--- config.mk ---
export PLATFORM = sky130hd
export DESIGN_NAME = rational_arithmetic_unit
export DESIGN_NICKNAME = d
export VERILOG_FILES = /design/src/rtl/rau_pkg.sv /design/src/rtl/rational_arithmetic_unit.sv /design/src/rtl/rau_ctrl.sv /design/src/rtl/rau_dp.sv
export SDC_FILE = /design/constraint.sdc
export NUM_CORES = 2
export LEC_CHECK = 0
export BUFFER_PORTS_ARGS = -buffer_cell sky130_fd_sc_hd__buf_2
export CORE_MARGIN = 10
export CORE_UTILIZATION = 25
export DETAILED_ROUTE_END_ITERATION = 6
export PLACE_DENSITY = 0.43
export SETUP_SLACK_MARGIN = 0.2
export SLEW_MARGIN = 15
export SYNTH_ARGS = -nofsm -noshare
export SYNTH_HDL_FRONTEND = slang
export SYNTH_SLANG_ARGS = --single-unit
--- constraint.sdc ---
create_clock -name clk -period 20.9 [get_ports clk]
set_clock_uncertainty 0.1 [all_clocks]
set_input_delay 1.045 -clock clk [delete_from_list [all_inputs] [get_ports clk]]
set_output_delay 1.045 -clock clk [all_outputs]
set_load 0.03 [all_outputs]
--- src/rtl/rau_pkg.sv ---
`timescale 1ns / 1ps
`default_nettype none

package rau_pkg;

    localparam int WIDTH_DEF = 16;
    localparam int OP_W      = 4;
    localparam int NUM_W     = 33;
    localparam int DEN_W     = 32;
    localparam int CMP_W     = 2;
    localparam int EXT_W     = 66;
    localparam int OUT_TW    = ((NUM_W + DEN_W + CMP_W + 7) / 8) * 8;

    typedef enum logic [OP_W-1:0] {
        OP_ADD = 4'd0,
        OP_SUB = 4'd1,
        OP_ADI = 4'd2,
        OP_MUL = 4'd3,
        OP_DIV = 4'd4,
        OP_INC = 4'd5,
        OP_DEC = 4'd6,
        OP_RED = 4'd7,
        OP_CMP = 4'd8
    } op_t;

    localparam logic [CMP_W-1:0] CMP_LT = 2'd0;
    localparam logic [CMP_W-1:0] CMP_EQ = 2'd1;
    localparam logic [CMP_W-1:0] CMP_GT = 2'd2;

    // multiplier operand pairs, one product register each
    localparam logic [1:0] MS_AN_BD = 2'd0;
    localparam logic [1:0] MS_BN_AD = 2'd1;
    localparam logic [1:0] MS_AD_BD = 2'd2;
    localparam logic [1:0] MS_AN_BN = 2'd3;

    typedef enum logic [5:0] {
        S_IDLE = 6'b000001,
        S_MUL  = 6'b000010,
        S_GCD  = 6'b000100,
        S_DIV  = 6'b001000,
        S_FIN  = 6'b010000,
        S_WAIT = 6'b100000
    } state_t;

    typedef struct packed {
        logic       load;
        logic       mul_en;
        logic [1:0] mul_sel;
        logic       gcd_step;
        logic       div_init;
        logic       div_step;
        logic       out_load;
    } cmd_t;

    typedef struct packed {
        logic is_reduce;
        logic gcd_done;
        logic div_done;
    } status_t;

endpackage

`default_nettype wire

--- src/rtl/rational_arithmetic_unit.sv ---
// Rational arithmetic unit: one request carries an op and two fractions a_num/a_den and
// b_num/b_den (b_num alone is the integer for add integer) and returns one result fraction,
// unreduced but for reduce, a compare code and a zero-denominator flag; a zero input
// denominator counts as one. Requests are worked one at a time. Every op except reduce makes
// four passes through the one shared WIDTH x WIDTH multiplier and then loads the result
// register. Reduce takes a dispatch step, then a binary gcd of the magnitudes, one step a
// cycle, in which each subtraction is followed by a halving; it then starts the restoring
// divider that divides both parts by the gcd at one bit a cycle, and leaves the divider
// to load the result register. A result that finds the output register still full
// waits there until it frees up. The next request is taken as soon as a result has moved into
// the output register, even while that result waits.
`timescale 1ns / 1ps
`default_nettype none

module rational_arithmetic_unit #(
    parameter int WIDTH = rau_pkg::WIDTH_DEF
) (
    input  wire                                         clk,
    input  wire                                         rst_n,
    input  wire                                         s_tvalid,
    output logic                                        s_tready,
    // op, a_num, a_den, b_num, b_den, zero pad
    input  wire  [((rau_pkg::OP_W + 4 * WIDTH + 7) / 8) * 8 - 1:0] s_tdata,
    output logic                                        m_tvalid,
    input  wire                                         m_tready,
    // res_num, res_den, cmp_result, zero pad
    output logic [rau_pkg::OUT_TW-1:0]                  m_tdata,
    // zero_den_error
    output logic [0:0]                                  m_tuser
);
    import rau_pkg::*;

    localparam int A0 = OP_W;
    localparam int A1 = OP_W + WIDTH;
    localparam int B0 = OP_W + 2 * WIDTH;
    localparam int B1 = OP_W + 3 * WIDTH;

    cmd_t                     cmd;
    status_t                  st;
    logic signed [NUM_W-1:0]  res_num;
    logic signed [DEN_W-1:0]  res_den;
    logic [CMP_W-1:0]         cmp_result;
    logic                     zero_den_error;

    rau_ctrl u_ctrl (
        .clk      (clk),
        .rst_n    (rst_n),
        .s_tvalid (s_tvalid),
        .s_tready (s_tready),
        .m_tvalid (m_tvalid),
        .m_tready (m_tready),
        .st       (st),
        .cmd      (cmd)
    );

    rau_dp #(
        .WIDTH (WIDTH)
    ) u_dp (
        .clk            (clk),
        .op             (s_tdata[OP_W-1:0]),
        .a_num          (s_tdata[A0 +: WIDTH]),
        .a_den          (s_tdata[A1 +: WIDTH]),
        .b_num          (s_tdata[B0 +: WIDTH]),
        .b_den          (s_tdata[B1 +: WIDTH]),
        .cmd            (cmd),
        .st             (st),
        .res_num        (res_num),
        .res_den        (res_den),
        .cmp_result     (cmp_result),
        .zero_den_error (zero_den_error)
    );

    assign m_tdata = OUT_TW'({cmp_result, res_den, res_num});
    assign m_tuser = zero_den_error;

endmodule

`default_nettype wire

--- src/rtl/rau_ctrl.sv ---
`timescale 1ns / 1ps
`default_nettype none

module rau_ctrl (
    input  wire             clk,
    input  wire             rst_n,
    input  wire             s_tvalid,
    output logic            s_tready,
    output logic            m_tvalid,
    input  wire             m_tready,
    input  rau_pkg::status_t st,
    output rau_pkg::cmd_t   cmd
);
    import rau_pkg::*;

    state_t     state_reg, state_next;
    logic [1:0] step_reg, step_next;
    logic       out_valid_reg, out_valid_next;

    always_comb
    begin
        state_next = state_reg;
        step_next  = step_reg;
        cmd        = '0;
        s_tready   = (state_reg == S_IDLE);
        case (state_reg)
            S_IDLE:
            begin
                if (s_tvalid)
                begin
                    cmd.load   = 1'b1;
                    step_next  = 2'd0;
                    state_next = S_MUL;
                end
            end
            S_MUL:
            begin
                if (st.is_reduce)
                begin
                    state_next = S_GCD;
                end
                else
                begin
                    cmd.mul_en  = 1'b1;
                    cmd.mul_sel = step_reg;
                    step_next   = step_reg + 2'd1;
                    if (step_reg == 2'd3)
                    begin
                        state_next = S_FIN;
                    end
                end
            end
            S_GCD:
            begin
                if (st.gcd_done)
                begin
                    cmd.div_init = 1'b1;
                    state_next   = S_DIV;
                end
                else
                begin
                    cmd.gcd_step = 1'b1;
                end
            end
            S_DIV:
            begin
                if (st.div_done)
                begin
                    state_next = S_FIN;
                end
                else
                begin
                    cmd.div_step = 1'b1;
                end
            end
            S_FIN, S_WAIT:
            begin
                if (!out_valid_reg || m_tready)
                begin
                    cmd.out_load = 1'b1;
                    state_next   = S_IDLE;
                end
                else
                begin
                    state_next = S_WAIT;
                end
            end
            default:
            begin
                state_next = S_IDLE;
            end
        endcase
    end

    always_comb
    begin
        out_valid_next = out_valid_reg;
        if (cmd.out_load)
        begin
            out_valid_next = 1'b1;
        end
        else if (m_tready)
        begin
            out_valid_next = 1'b0;
        end
    end

    assign m_tvalid = out_valid_reg;

    always_ff @(posedge clk or negedge rst_n)
    begin
        if (!rst_n)
        begin
            state_reg     <= S_IDLE;
            step_reg      <= 2'd0;
            out_valid_reg <= 1'b0;
        end
        else
        begin
            state_reg     <= state_next;
            step_reg      <= step_next;
            out_valid_reg <= out_valid_next;
        end
    end

endmodule

`default_nettype wire

--- src/rtl/rau_dp.sv ---
`timescale 1ns / 1ps
`default_nettype none

module rau_dp #(
    parameter int WIDTH = rau_pkg::WIDTH_DEF
) (
    input  wire                            clk,
    input  wire  [rau_pkg::OP_W-1:0]       op,
    input  wire  signed [WIDTH-1:0]        a_num,
    input  wire  signed [WIDTH-1:0]        a_den,
    input  wire  signed [WIDTH-1:0]        b_num,
    input  wire  signed [WIDTH-1:0]        b_den,
    input  rau_pkg::cmd_t                  cmd,
    output rau_pkg::status_t               st,
    output logic signed [rau_pkg::NUM_W-1:0] res_num,
    output logic signed [rau_pkg::DEN_W-1:0] res_den,
    output logic [rau_pkg::CMP_W-1:0]      cmp_result,
    output logic                           zero_den_error
);
    import rau_pkg::*;

    localparam int PW = 2 * WIDTH;
    localparam int KW = $clog2(WIDTH);
    localparam int CW = $clog2(WIDTH + 1);

    logic [OP_W-1:0]          op_reg;
    logic signed [WIDTH-1:0]  an_reg, ad_reg, bn_reg, bd_reg;
    logic [WIDTH-1:0]         abs_an_reg, abs_ad_reg;
    logic signed [PW-1:0]     prod_reg [4];

    logic [WIDTH-1:0]         gx_reg, gy_reg;
    logic [KW-1:0]            gk_reg;
    logic [WIDTH-1:0]         dvs_reg;
    logic [WIDTH-1:0]         qa_reg, qb_reg, ra_reg, rb_reg;
    logic [CW-1:0]            cnt_reg;

    logic signed [WIDTH-1:0]  ad_fix, bd_fix;
    logic signed [WIDTH-1:0]  mul_x, mul_y;
    logic signed [PW-1:0]     mul_p;
    logic [2*WIDTH-1:0]       div_a, div_b;
    logic [EXT_W-1:0]         p0e, p1e, p2e, p3e, ane, ade, qne, qde;
    logic [EXT_W-1:0]         num_ext, den_ext;
    logic [CMP_W-1:0]         cmp_next;
    logic                     err_next;

    function automatic logic [2*WIDTH-1:0] div_step(
        input logic [WIDTH-1:0] rem,
        input logic [WIDTH-1:0] quo,
        input logic [WIDTH-1:0] dvs
    );
        logic [WIDTH:0] t;
        t = {rem, quo[WIDTH-1]};
        if (t >= {1'b0, dvs})
        begin
            t = t - {1'b0, dvs};
            return {t[WIDTH-1:0], quo[WIDTH-2:0], 1'b1};
        end
        return {t[WIDTH-1:0], quo[WIDTH-2:0], 1'b0};
    endfunction

    assign ad_fix = (a_den == '0) ? WIDTH'(1) : a_den;
    assign bd_fix = (b_den == '0) ? WIDTH'(1) : b_den;

    always_comb
    begin
        case (cmd.mul_sel)
            MS_AN_BD: begin mul_x = an_reg; mul_y = bd_reg; end
            MS_BN_AD: begin mul_x = bn_reg; mul_y = ad_reg; end
            MS_AD_BD: begin mul_x = ad_reg; mul_y = bd_reg; end
            default:  begin mul_x = an_reg; mul_y = bn_reg; end
        endcase
    end

    assign mul_p = mul_x * mul_y;

    assign div_a = div_step(ra_reg, qa_reg, dvs_reg);
    assign div_b = div_step(rb_reg, qb_reg, dvs_reg);

    assign st.is_reduce = (op_reg == OP_RED);
    assign st.gcd_done  = (gx_reg == '0) || (gy_reg == '0);
    assign st.div_done  = (cnt_reg == CW'(WIDTH));

    always_ff @(posedge clk)
    begin
        if (cmd.load)
        begin
            op_reg     <= op;
            an_reg     <= a_num;
            ad_reg     <= ad_fix;
            bn_reg     <= b_num;
            bd_reg     <= bd_fix;
            abs_an_reg <= a_num[WIDTH-1] ? WIDTH'(-a_num) : a_num;
            abs_ad_reg <= ad_fix[WIDTH-1] ? WIDTH'(-ad_fix) : ad_fix;
            gx_reg     <= a_num[WIDTH-1] ? WIDTH'(-a_num) : a_num;
            gy_reg     <= ad_fix[WIDTH-1] ? WIDTH'(-ad_fix) : ad_fix;
            gk_reg     <= '0;
        end
        else if (cmd.gcd_step)
        begin
            if (!gx_reg[0] && !gy_reg[0])
            begin
                gx_reg <= gx_reg >> 1;
                gy_reg <= gy_reg >> 1;
                gk_reg <= gk_reg + KW'(1);
            end
            else if (!gx_reg[0])
            begin
                gx_reg <= gx_reg >> 1;
            end
            else if (!gy_reg[0])
            begin
                gy_reg <= gy_reg >> 1;
            end
            else if (gx_reg >= gy_reg)
            begin
                gx_reg <= gx_reg - gy_reg;
            end
            else
            begin
                gy_reg <= gy_reg - gx_reg;
            end
        end

        if (cmd.mul_en)
        begin
            prod_reg[cmd.mul_sel] <= mul_p;
        end

        if (cmd.div_init)
        begin
            dvs_reg <= (gx_reg | gy_reg) << gk_reg;
            qa_reg  <= abs_an_reg;
            qb_reg  <= abs_ad_reg;
            ra_reg  <= '0;
            rb_reg  <= '0;
            cnt_reg <= '0;
        end
        else if (cmd.div_step)
        begin
            {ra_reg, qa_reg} <= div_a;
            {rb_reg, qb_reg} <= div_b;
            cnt_reg          <= cnt_reg + CW'(1);
        end

        if (cmd.out_load)
        begin
            res_num        <= num_ext[NUM_W-1:0];
            res_den        <= den_ext[DEN_W-1:0];
            cmp_result     <= cmp_next;
            zero_den_error <= err_next;
        end
    end

    // sign extend the products and inputs, zero extend the quotients, to a common width; the ports keep the low bits
    assign p0e = EXT_W'(prod_reg[0]);
    assign p1e = EXT_W'(prod_reg[1]);
    assign p2e = EXT_W'(prod_reg[2]);
    assign p3e = EXT_W'(prod_reg[3]);
    assign ane = EXT_W'(an_reg);
    assign ade = EXT_W'(ad_reg);
    assign qne = EXT_W'(qa_reg);
    assign qde = EXT_W'(qb_reg);

    always_comb
    begin
        num_ext  = '0;
        den_ext  = '0;
        cmp_next = CMP_LT;
        err_next = 1'b0;
        case (op_reg)
            OP_ADD:
            begin
                num_ext = p0e + p1e;
                den_ext = p2e;
            end
            OP_SUB:
            begin
                num_ext = p0e - p1e;
                den_ext = p2e;
            end
            OP_ADI:
            begin
                num_ext = ane + p1e;
                den_ext = ade;
            end
            OP_MUL:
            begin
                num_ext = p3e;
                den_ext = p2e;
            end
            OP_DIV:
            begin
                num_ext = p0e;
                if (prod_reg[1] == '0)
                begin
                    err_next = 1'b1;
                    den_ext  = EXT_W'(1);
                end
                else
                begin
                    den_ext = p1e;
                end
            end
            OP_INC:
            begin
                num_ext = ane + ade;
                den_ext = ade;
            end
            OP_DEC:
            begin
                num_ext = ane - ade;
                den_ext = ade;
            end
            OP_RED:
            begin
                if (an_reg == ad_reg)
                begin
                    num_ext = EXT_W'(1);
                    den_ext = EXT_W'(1);
                end
                else
                begin
                    num_ext = an_reg[WIDTH-1] ? -qne : qne;
                    den_ext = ad_reg[WIDTH-1] ? -qde : qde;
                end
            end
            OP_CMP:
            begin
                if (prod_reg[0] == prod_reg[1])
                begin
                    cmp_next = CMP_EQ;
                end
                else if ((prod_reg[0] > prod_reg[1]) != (ad_reg[WIDTH-1] ^ bd_reg[WIDTH-1]))
                begin
                    cmp_next = CMP_GT;
                end
                else
                begin
                    cmp_next = CMP_LT;
                end
            end
            default:
            begin
                num_ext = '0;
            end
        endcase
    end

endmodule

`default_nettype wire

# ---- Yosys cells after proc, flatten, opt, wreduce, memory -nomap -nowiden
# Memories as Yosys holds them, arrays and structs flattened.
# Index checks and enable logic that the tools add are counted.
dict set report totals {
  reg_bits 298
  latchBits 0
  output_inout_bits 75
  mem_bits_ro 0
  mem_count 1
  mem_bits_rw 128
}
# memory depth width read_ports rd_ports_with_merged_regs write_ports line
set mem_list {}
lappend mem_list {u_dp.prod_reg 4 32 4 0 1 rau_dp.sv:29} ;# logic signed [PW-1:0] prod_reg [4];
dict set report classes {
  multipliers 1
  n_bitwise 3
  reduce_logical 29
  add_sub_neg 16
  div_mod_pow 0
  n_mux 64
  order_cmp 4
  eq_ne 29
  n_shift 1
}
# op count
set op_table {}
lappend op_table {{$mux W16} 21}
lappend op_table {{$pmux W33 S8} 1}
lappend op_table {{$mux W32} 7}
lappend op_table {{$pmux W32 S4} 1}
lappend op_table {{$mux W33} 2}
lappend op_table {{$logic_not A16 Y1} 4}
lappend op_table {{$pmux W16 S2} 2}
lappend op_table {{$sub A16 B16 Y16} 4}
lappend op_table {{$mux W6} 6}
lappend op_table {{$ge A17 B16 Y1} 2}
lappend op_table {{$add A16 B32 Y33} 1}
lappend op_table {{$add A32 B32 Y33} 1}
lappend op_table {{$neg A16 Y33} 1}
lappend op_table {{$sub A32 B32 Y33} 1}
lappend op_table {{$eq A32 B32 Y1} 1}
lappend op_table {{$gt A32 B32 Y1} 1}
lappend op_table {{$logic_not A32 Y1} 1}
lappend op_table {{$mul A16 B16 Y32} 1}
lappend op_table {{$neg A16 Y16} 2}
lappend op_table {{$neg A16 Y32} 1}
lappend op_table {{$pmux W6 S5} 1}
lappend op_table {{$add A16 B16 Y17} 1}
lappend op_table {{$sub A16 B16 Y17} 1}
lappend op_table {{$eq A16 B16 Y1} 1}
lappend op_table {{41 further kinds} 82}

# ---- Depth between registers and ports, before layout
dict set report logic_depth {
  ltp_word 7
  mapped_depth 38
}

# ---- Cells and area by module
# Synthesis repeated with hierarchy kept, for this count alone.
dict set report unflattened {
  cells_unflattened 3828
  area_unflattened_um2 36849.1
}
# module area_each_um2 instances cells_per_inst
set modules_own_cells {}
lappend modules_own_cells {rau_dp 36276.0 1 3765}
lappend modules_own_cells {rau_ctrl 531.8 1 57}
lappend modules_own_cells {rational_arithmetic_unit 41.3 1 6}

# ---- Worst setup path after synthesis
# OpenSTA, ideal clock, no wires.
dict set report synth_path {
  kind {reg-to-reg}
  start {register u_ctrl.state_reg[5]}
  end {memory u_dp.prod_reg[0][30] in the netlist's numbering, data pin}
  setup_time_ns 0.272
  path_slack_ns 12.037
  stages_incl_launch_ff 33
  arrival_time_ns 8.491
  path_buffers 3
  synth_period_minus_slack_ns 8.863
  cell_sequence {dfrtp_1 -> nor4_1 -> nand3b_1 -> nor2_1 -> nand2_1 -> buf_2 -> inv_1 -> ha_1 -> clkbuf_1 -> clkbuf_1 -> a22oi_1 -> o21ai_0 -> nand2_1 -> fa_1 -> fa_1 -> fa_1 -> fa_1 -> inv_1 -> fa_1 -> inv_1 -> fa_1 -> inv_1 -> ha_1 -> and4_1 -> and2_0 -> a221o_1 -> a21oi_1 -> a311oi_1 -> a211oi_2 -> a22oi_1 -> a221o_1 -> a21oi_1 -> xnor2_1}
}
dict set report synth_via {
  elab_chain_cells 6
  word_cells_on_any_way 9
  classes_between {mul (1); eq/ne (3); mux (3); reduce/logical (2)}
}
# item line
set synth_rtl {}
lappend synth_rtl {{start, declared} rau_ctrl.sv:16} ;# state_t state_reg, state_next;
lappend synth_rtl {{start signal, assigned} rau_ctrl.sv:120} ;# state_reg <= state_next;
lappend synth_rtl {{$eq A6 B2 Y1 *} rau_ctrl.sv:26} ;# case (state_reg)
lappend synth_rtl {{$mux W3 *} rau_ctrl.sv:26}
lappend synth_rtl {{$eq A2 B2 Y1 or $logic_not A2 Y1 (tied branches)} rau_dp.sv:66} ;# case (cmd.mul_sel)
lappend synth_rtl {{$reduce_or A2 Y1 (no line)} n/a}
lappend synth_rtl {{$pmux W16 S2} rau_dp.sv:66}
lappend synth_rtl {{$mul A16 B16 Y32 *} rau_dp.sv:74} ;# assign mul_p = mul_x * mul_y;
lappend synth_rtl {{named net u_dp.mul_p[30]} rau_dp.sv:39} ;# logic signed [PW-1:0] mul_p;
lappend synth_rtl {{end, declared} rau_dp.sv:29}
# Mark *: on every way through the listed nets, which the timed path passes. The rest lies on a longest branch.

# ---- Final worst setup path
dict set report layout_path {
  start {register u_dp.op_reg[3]}
  end {memory u_dp.prod_reg[1][30] in the netlist's numbering, data pin}
}
dict set report layout_via {
  elab_chain_cells 7
  word_cells_on_any_way 10
  classes_between {mul (1); eq/ne (3); mux (4); reduce/logical (2)}
}
# item line
set layout_rtl {}
lappend layout_rtl {{start, declared} rau_dp.sv:26} ;# logic [OP_W-1:0] op_reg;
lappend layout_rtl {{start signal, assigned} rau_dp.sv:87} ;# op_reg <= op;
lappend layout_rtl {{$eq A4 B3 Y1 *} rau_dp.sv:79} ;# assign st.is_reduce = (op_reg == OP_RED);
lappend layout_rtl {{$mux W3 *} rau_ctrl.sv:38} ;# if (st.is_reduce)
lappend layout_rtl {{$mux W3 *} rau_ctrl.sv:26}
lappend layout_rtl {{$eq A2 B2 Y1 or $logic_not A2 Y1 (tied branches)} rau_dp.sv:66}
lappend layout_rtl {{$reduce_or A2 Y1 (no line)} n/a}
lappend layout_rtl {{$pmux W16 S2} rau_dp.sv:66}
lappend layout_rtl {{$mul A16 B16 Y32 *} rau_dp.sv:74}
lappend layout_rtl {{named net u_dp.mul_p[30]} rau_dp.sv:39}
# Marks and branches as above.

==> impl_metrics.yaml <==
clocking:
  cts.reportedPaths.clkPinSlew_ps: 60
  numClockSinks: 424
  cts_tree: "yes"
  cts_resized: 0
  clk_path_buf_depth: 3
  h-tree-depth: 2
  hold_buffers: 0
  clk_latency_ps: 670
  root_buffer: "clkbuf_16"
  cts_buffers: 51
  post_cts_buffers: 0
yosys:
  netlist.area_leader.share_pct: 30.8
  synth_top_family_by_area: "adder cells"
  synth_compound_area_share_pct: 15.9
  yosys.area_share.simple_pct: 12.2
  yosys.area.top_type: "edfxtp_1"
  synth-xor-area-share_pct: 4.73
  synth-main-ff-cell: "edfxtp_1"
  async_flop_share_pct: 2.12
  synth_area_mm2: 0.0365
  synth-seq-cells: 424
  synth_edf_count: 374
  syn_inst: 3755
  yosys.cell_types.count: 86
  ys_seq_area_share_pct: 33.7
  synth_area_leaders: "edfxtp_1, fa_1, ha_1"
  synthMuxAreaShare_pct: 2.57
  syn_avg_cell_area_um2: 9.71
  synth_fa_ha_area_share_pct: 24.2
  yosysWarnings: 0
sta:
  setup_viol: 0
  relSlewSlack_pct: 19.3
  period_minus_slack_ps: 11410
  period_share_pct: 54.6
  tightest_slew_ps: 1200
  rsz0062_at_grt: "no"
  setup_tns_ps: 0
  fin_hold_ws_ps: 167
  hold_violations: 0
  clock.fmax_mhz: 87.7
  slew_viol_final: 0
worst_setup_path:
  endpoint_kind: "flip-flop"
  cp_max_fo: 31
  startpoint: "u_dp.op_reg[3]"
  cp_data_required_time_ps: 21070
  crit_top_cell: "fa_1"
  critPathSlowestCell: "xnor2_1"
  reg2reg_from: "u_dp.op_reg[3]"
  critical-path-max-stage-delay_ps: 920
  crit_type: "reg2reg"
  critPathLaunchType: "flip-flop"
  reg2reg_to: "u_dp.prod_reg[1][30]"
  crit_path_end: "u_dp.prod_reg[1][30]"
  critical_path_arrival_ps: 11580
  reg2reg_slack_ps: 9490
  rr_worst_depth: 31
die:
  core-area_mm2: 0.145
  row_count: 140
  die_w_um: 402
  die_area_mm2: 0.161
  io_pins: 151
  start_util_pct: 25.1
  die_h_um: 402
detailed_routing:
  wl_per_cell_um: 22.1
  drt_iter0_drc: 2084
  ant_nets: 0
  dr.pass1.iters: 6
  wl_um: 128000
  via_per_inst: 4.83
  vias: 27964
  drc: 0
status:
  status: "complete, no violations"
global_route:
  grt_max_degree: 74
  grt_pass1_vias: 28366
  grt-ovfl-total: 0
  track_usage_pct: 15.5
  antenna_found_initial: 20
  grt_pass1_wl_um: 190000
cells_and_area:
  drive_gt1_share_pct: 9.28
  final_cell_mix: "inv_1, edfxtp_1, nand2_1, nor2_1, ha_1"
  final_nets: 4446
  syn2layout_area_growth_pct: 12.8
  largest_register_ffs: 128
  fillCellCount: 15244
  seq_area_mm2: 0.0123
  layout_commonest_cell: "inv_1"
  multi_input_comb_area_mm2: 0.0218
place:
  gp_congestion: 0.896
  port_buffers: 141
  dpl.hpwl_um: 103000
job:
  cap_violations: 0
worst_hold_path:
  min_path_type: "in2async"
Yosys cell counts, types with 20 or more instances:
cell / number
a211oi_1: 22
a21o_1: 66
a21oi_1: 180
a221o_1: 32
a221oi_1: 20
a222oi_1: 33
a22oi_1: 44
a31oi_1: 22
clkbuf_1: 142
dfxtp_1: 41
edfxtp_1: 374
fa_1: 270
ha_1: 273
inv_1: 469
mux2_2: 45
mux2i_1: 43
nand2_1: 372
nand2b_1: 27
nand3_1: 39
nand4_1: 30
nor2_1: 328
nor2b_1: 28
nor3_1: 60
nor4_1: 33
o211ai_1: 25
o21a_1: 45
o21ai_0: 160
o21ai_1: 41
o21bai_1: 24
o31ai_1: 33
xnor2_1: 133
xor2_1: 64
critical path: cells and delay by family (launching register included):
kind	cells	cell delay (ps)
compound gates	11	3480
xor+xnor	1	920
fa+ha+maj	8	3700
buf+inv	6	970
flops	1	580
simple gates	5	1240
worst min-delay path by stage:
stage	depth (start not counted)	endpoint	start
finish	1	u_ctrl.m_tvalid	rst_n
global placement	2	u_dp.rb_reg[15]	u_dp.rb_reg[15]
detailed placement	2	u_dp.rb_reg[15]	u_dp.rb_reg[15]
CTS	1	u_ctrl.m_tvalid	rst_n
global route	1	u_ctrl.m_tvalid	rst_n
floorplan	2	u_dp.rb_reg[15]	u_dp.rb_reg[15]
metal layers:
metal  up-vias  part of all wire (%)  track usage [%]
li1      13253                     -                -
met1     13860                    47             21.3
met2       702                    45             25.2
met3       145                   5.0             2.24
met4         4                   2.8             4.25
met5         -                 0.025                0
cell type report:
cell class | count | area share (%)
Timing Repair Buffer | 190 | 2.61
Inverter | 473 | 4.33
Multi-Input combinational cell | 2687 | 53.0
Antenna cell | 4 | 0.0243
Clock inverter | 35 | 1.13
Tap cell | 1917 | 5.83
Sequential cell | 424 | 29.9
Clock buffer | 60 | 3.23
metrics by stage:
stage	worst slack (ps)	instances	util (%)	area, um^2
after floorplan	12040	3759	-	36500
final	9490	5790	28.3	41100
after CTS	9530	5786	28.3	41100
after global routing	8870	5788	28.3	41100
after detailed placement	9610	5691	27.1	39300
after global placement	9680	5691	27.1	39300
cells by family (layout without fill, tap and decap cells):
group | after synthesis | after routing
xor+xnor | 197 | 197
fa+ha+maj | 543 | 543
flops | 424 | 424
simple gates | 1000 | 1000
compound gates | 854 | 854
mux | 88 | 88
buf+inv | 648 | 758
other cells | 1 | 9
Power is not shown: default switching activity piles up to over one toggle a cycle in this logic, so the estimate is an artifact.
